[src/rtl/assert_macros.svh]
// ----------------------------------------------------------------------------
// assert_macros.svh
// Assertion helper macros; empty when SYNTH is defined.
// ----------------------------------------------------------------------------
`ifndef ASSERT_MACROS_SVH
`define ASSERT_MACROS_SVH

`ifndef SYNTH
// same-cycle implication
`define ASSERT_IMPLIES(lbl, clk, rstn, ante, cons) \
    lbl: assert property (@(posedge clk) disable iff (!rstn) (ante) |-> (cons)) \
        else $error("assertion failed: same-cycle implication");
// next-cycle implication
`define ASSERT_NEXT(lbl, clk, rstn, ante, cons) \
    lbl: assert property (@(posedge clk) disable iff (!rstn) (ante) |=> (cons)) \
        else $error("assertion failed: next-cycle implication");
`else
`define ASSERT_IMPLIES(lbl, clk, rstn, ante, cons)
`define ASSERT_NEXT(lbl, clk, rstn, ante, cons)
`endif

`endif

[src/rtl/ssoc_pkg.sv]
// ----------------------------------------------------------------------------
// ssoc_pkg
// Shared types and constants for the straight segment overlap counter.
// ----------------------------------------------------------------------------
`timescale 1ns / 1ps

package ssoc_pkg;

    localparam int COORD_W    = 10;
    localparam int COORD_SPAN = 1 << COORD_W;
    localparam int COUNT_W    = 21;

    localparam logic [1:0]         COVER_SAT = 2'd2;
    localparam logic [COUNT_W-1:0] TOTAL_MAX = {COUNT_W{1'b1}};

    typedef logic [COORD_W-1:0] coord_t;

    // input transaction, last field (start_x) in the low bits
    typedef struct packed {
        coord_t end_y;
        coord_t end_x;
        coord_t start_y;
        coord_t start_x;
    } seg_t;

    // result transaction, padded to whole bytes
    typedef struct packed {
        logic [1:0]         pad;
        logic [COUNT_W-1:0] overlap_count;
        logic               accepted;
    } res_t;

    // controller -> datapath
    typedef struct packed {
        logic clear;
        logic load;
        logic draw;
        logic emit;
    } ssoc_cmd_t;

    // datapath -> controller
    typedef struct packed {
        logic clr_last;
        logic in_ok;
        logic draw_last;
    } ssoc_sts_t;

endpackage

[src/rtl/ssoc_ctrl.sv]
// ----------------------------------------------------------------------------
// ssoc_ctrl
// Sequencer: clearing pass, segment intake, cell walk, result hand-off.
// ----------------------------------------------------------------------------
`timescale 1ns / 1ps

module ssoc_ctrl
    import ssoc_pkg::*;
(
    input  logic      aclk,
    input  logic      aresetn,
    input  logic      s_tvalid,
    output logic      s_tready,
    output logic      m_tvalid,
    input  logic      m_tready,
    output ssoc_cmd_t cmd,
    input  ssoc_sts_t sts
);

    typedef enum logic [4:0] {
        ST_CLEAR = 5'b00001,
        ST_IDLE  = 5'b00010,
        ST_DRAW  = 5'b00100,
        ST_FLUSH = 5'b01000,
        ST_DONE  = 5'b10000
    } state_t;

    state_t state_reg, state_next;
    logic   m_valid_reg, m_valid_next;

    always_comb begin
        state_next   = state_reg;
        cmd          = '0;
        s_tready     = 1'b0;
        m_valid_next = m_valid_reg & ~m_tready;
        case (state_reg)
            ST_CLEAR: begin
                cmd.clear = 1'b1;
                if (sts.clr_last) begin
                    state_next = ST_IDLE;
                end
            end
            ST_IDLE: begin
                s_tready = 1'b1;
                if (s_tvalid) begin
                    cmd.load   = 1'b1;
                    state_next = sts.in_ok ? ST_DRAW : ST_DONE;
                end
            end
            ST_DRAW: begin
                cmd.draw = 1'b1;
                if (sts.draw_last) begin
                    state_next = ST_FLUSH;
                end
            end
            // last cell write-back completes here
            ST_FLUSH: begin
                state_next = ST_DONE;
            end
            ST_DONE: begin
                if (!m_valid_reg || m_tready) begin
                    cmd.emit     = 1'b1;
                    m_valid_next = 1'b1;
                    state_next   = ST_IDLE;
                end
            end
            default: begin
                state_next = ST_CLEAR;
            end
        endcase
    end

    always_ff @(posedge aclk) begin
        if (!aresetn) begin
            state_reg   <= ST_CLEAR;
            m_valid_reg <= 1'b0;
        end else begin
            state_reg   <= state_next;
            m_valid_reg <= m_valid_next;
        end
    end

    assign m_tvalid = m_valid_reg;

endmodule

[config.mk]
export PLATFORM = sky130hd
export DESIGN_NAME = ssoc_ctrl
export DESIGN_NICKNAME = d
export VERILOG_FILES = /design/src/rtl/assert_macros.svh /design/src/rtl/ssoc_pkg.sv /design/src/rtl/ssoc_ctrl.sv
export SDC_FILE = /design/constraint.sdc
export NUM_CORES = 1
export LEC_CHECK = 0
export BUFFER_PORTS_ARGS = -buffer_cell sky130_fd_sc_hd__buf_2
export CAP_MARGIN = 10
export CORE_AREA = 2 2 39 41
export CTS_BUF_LIST = sky130_fd_sc_hd__clkbuf_8
export DETAILED_ROUTE_END_ITERATION = 10
export DIE_AREA = 0 0 41 43
export HOLD_SLACK_MARGIN = 0.1
export PLACE_DENSITY = 0.58
export REMOVE_ABC_BUFFERS = 1
export SETUP_SLACK_MARGIN = 0.5
export SYNTH_ARGS = -nofsm -noshare
export SYNTH_HDL_FRONTEND = slang
export SYNTH_SLANG_ARGS = --single-unit
[constraint.sdc]
create_clock -name aclk -period 2 [get_ports aclk]
set_input_delay 0.4 -clock aclk [delete_from_list [all_inputs] [get_ports aclk]]
set_output_delay 0.4 -clock aclk [all_outputs]
set_load 0.005 [all_outputs]
==> impl_metrics.ini <==
[global_route]
antenna_found_initial = 0
overflow = 0
pin_count_of_the_biggest_net_entering_global_routing = 9
global_route.usage.total_pct = 13.6
grt_pass1_wl_microns = 1570
first_global_vias = 365

[yosys]
synthDistinctLibCells = 25
postSynthAreaPerCell_sq_um = 8.01
count_of_yosys_warnings_during_synthesis = 0
synth.yosys.seq_area_share_pct = 33.3
postSynthRegisterBits = 6
synthesis.area_sq_um = 360
syn-instance-count = 45

[detailed_routing]
drt_wl_total_microns = 1080
drt.antenna.violating_nets = 0
routedWlPerCell_microns = 12.3
drt-vias-per-instance = 4.89
dr_total_vias = 430
route.detailed.drc = 0
detailedRoute.firstIterationViolations = 16
dr.pass1.iters = 4

[timing]
final.setup.tns_ns = 0
final_period_minus_worst_setup_slack_ns = 1.70
clock-skew-final_ns = 0.00133
max_freq_mhz = 589
grt_setup_unrepaired = yes
max-slew-margin-rel_pct = 82.3
period_utilization_pct = 84.9
finalSetupViolCount = 0
worst-slew-pin-transition_ns = 0.264
final-max-slew-violation-count = 0
hold_viol_final = 0

[cts]
worst_skew_pair.late_latency_ns = 0.22
cts_tree = done
max-clock-path-buffers = 2
clock-root-buffer = sky130_fd_sc_hd__clkbuf_8
cts-buffers-inserted = 3
htree_num_levels = 1
number_of_buffers_added_to_fix_hold_violations_after_cts = 0
clock_sink_count = 6
cts.clk_slew.worst_paths_ns = 0.04

[critical_path]
worst-endpoint-required_ns = 1.60
crit_buf_inv = 1
worst_setup_path_end_kind = primary output
timing.setup.critical_path_class = flip-flop to primary output
crit_path_cell_trace = or3_4 > nor2_2 > nand2_1 > nor2_1 > buf_2
arrival_time_of_data_at_the_critical_path_endpoint_ns = 1.30
largest_fanout_of_any_net_on_the_critical_path = 5
critPathLaunchType = flip-flop
timing.critical_path.slowest_cell_delay_ns = 0.40
crit_path_top_delay_cell = sky130_fd_sc_hd__or3_4
cp_top_family = simple AND/OR/NAND/NOR gates

[power_and_ir_drop]
p_comb_share_pct = 21.3
vdd_drop_max_uv = 327
power.net_switching_uw = 92.4
p_leak_uw = 0.000295
cellInternalPower_uw = 302
design_power_total_uw = 394
switching_share_pct = 23.4
power_density_over_cell_area_nw_per_um2 = 599
seq_power_share_pct = 33.3
clock_power_share_pct = 45.4

[cells_and_area]
largest_reg_flops = 5
fin_cells = 88
layout.cells.most_common_list = 10 x sky130_fd_sc_hd__buf_2, 8 x sky130_fd_sc_hd__buf_4, 7 x sky130_fd_sc_hd__buf_6, 4 x sky130_fd_sc_hd__nor2_1
share_of_the_core_filled_with_cells_pct = 47.6
most_frequent_standard_cell_in_the_layout_excluding_fill_and_tap_cells = sky130_fd_sc_hd__buf_2
layout-drive-gt1-share_pct = 61.1
final.fill_count = 130
final-seq-area_sq_um = 131
antenna_cells_inserted = 0
multi_input_comb_area_sq_um = 273
fin_nets = 81
finish.instance_area_sq_um = 658
layout-area-overhead-vs-synth_pct = 82.6

[placement]
port_buffers = 12
post_dp_cell_area_sq_um = 435
dp_hpwl_microns = 612
place.gp.congestion = 0.739
inst_count_dp = 72

[die]
ios = 13
coreArea_sq_um = 1380
initial_cell_density_of_the_core_pct = 26.0
fp.dieArea_sq_um = 1760
dieHeight_microns = 43
die_width_microns = 41
floorplan.rows = 14

[outcome]
status = finished clean

[worst_hold_path]
worstHoldPathType = input pin to flip-flop

[flow_run]
max-cap-violations = 0
worst register-to-register path: cells and delay by family (launching register included):
kind | cells | cell delay (ns)
buf+inv | 2 | 0.26
flops | 1 | 0.35
simple gates | 1 | 0.40
compound gates | 2 | 0.45
per-layer routing:
layer | vias up | GRT usage (%) | share of wire (%)
li1 | 217 | - | -
met1 | 200 | 17.4 | 44
met2 | 11 | 19.7 | 50
met3 | 2 | 1.57 | 3.9
met4 | 0 | 10.0 | 1.7
met5 | - | 0 | 0
through the flow:
stage,hold WS [ns],setup slack (ns)
floorplan,0.489,0.512
global placement,0.536,0.375
detailed placement,0.516,0.358
CTS,0.445,0.286
global route,0.452,0.266
finish,0.446,0.302
path summary, 6_finish.rpt:
check / start / end / slack [ns] / cells after the start
max reg2reg: state_reg[1] / state_reg[2] / 0.42 / 5
max: state_reg[1] / cmd[0] / 0.30 / 5
min reg2reg: m_tvalid / m_tvalid / 0.52 / 2
min: aresetn / state_reg[0] / 0.45 / 2
power groups by stage:
stage | Combinational [uW] | Clock, uW | Sequential, uW
after detailed placement | 49.8 | 0 | 133
after global routing | 91.0 | 189 | 132
after CTS | 60.9 | 182 | 132
after global placement | 49.8 | 0 | 133
after floorplan | 32.1 | 0 | 132
final | 84.0 | 179 | 131
synthesized netlist by cell type:
| cell type | instances | area, sq um |
|---|---|---|
| sky130_fd_sc_hd__a21boi_0 | 1 | 7.51 |
| sky130_fd_sc_hd__a21oi_1 | 1 | 5.00 |
| sky130_fd_sc_hd__a32o_1 | 1 | 10.0 |
| sky130_fd_sc_hd__and2_1 | 2 | 12.5 |
| sky130_fd_sc_hd__and3_1 | 1 | 6.26 |
| sky130_fd_sc_hd__and3_2 | 1 | 7.51 |
| sky130_fd_sc_hd__buf_2 | 1 | 5.00 |
| sky130_fd_sc_hd__dfxtp_1 | 6 | 120 |
| sky130_fd_sc_hd__inv_1 | 1 | 3.75 |
| sky130_fd_sc_hd__mux2i_1 | 1 | 10.0 |
| sky130_fd_sc_hd__nand2_1 | 3 | 11.3 |
| sky130_fd_sc_hd__nand2b_1 | 3 | 18.8 |
| sky130_fd_sc_hd__nand3_1 | 1 | 5.00 |
| sky130_fd_sc_hd__nor2_1 | 8 | 30.0 |
| sky130_fd_sc_hd__nor2b_1 | 2 | 12.5 |
| sky130_fd_sc_hd__nor4_1 | 1 | 6.26 |
| sky130_fd_sc_hd__o211ai_1 | 1 | 7.51 |
| sky130_fd_sc_hd__o21a_1 | 1 | 7.51 |
| sky130_fd_sc_hd__o21ai_0 | 3 | 15.0 |
| sky130_fd_sc_hd__o221a_4 | 1 | 20.0 |
| sky130_fd_sc_hd__o22a_1 | 1 | 8.76 |
| sky130_fd_sc_hd__o22ai_1 | 1 | 6.26 |
| sky130_fd_sc_hd__o2bb2ai_1 | 1 | 8.76 |
| sky130_fd_sc_hd__or3_1 | 1 | 6.26 |
| sky130_fd_sc_hd__xor2_1 | 1 | 8.76 |
kinds of logic after synthesis:
group | after synthesis | share of synthesized area [%]
buffers and inverters | 2 | 2.43
xor gates and xnor gates | 1 | 2.43
muxes | 1 | 2.78
AOI/OAI and AO/OA | 12 | 26.7
DFF | 6 | 33.3
and+or+nand+nor | 23 | 32.3
timing repair:
action | 4_1_cts | 5_1_grt
buffers inserted | 7 | 6
endpoints found under the setup margin | 5 | 7
pin swaps | 7 | 7
resized for setup | 14 | 12
endpoints found under the hold margin | 0 | 0
final cells by class:
class	instances	area share, %
inverter	1	0.570
timing repair buffer	25	28.7
multi-input combinational	37	41.4
tap	16	3.04
clock buffer	3	6.27
sequential	6	20.0
(Power assumes the default switching activity.)
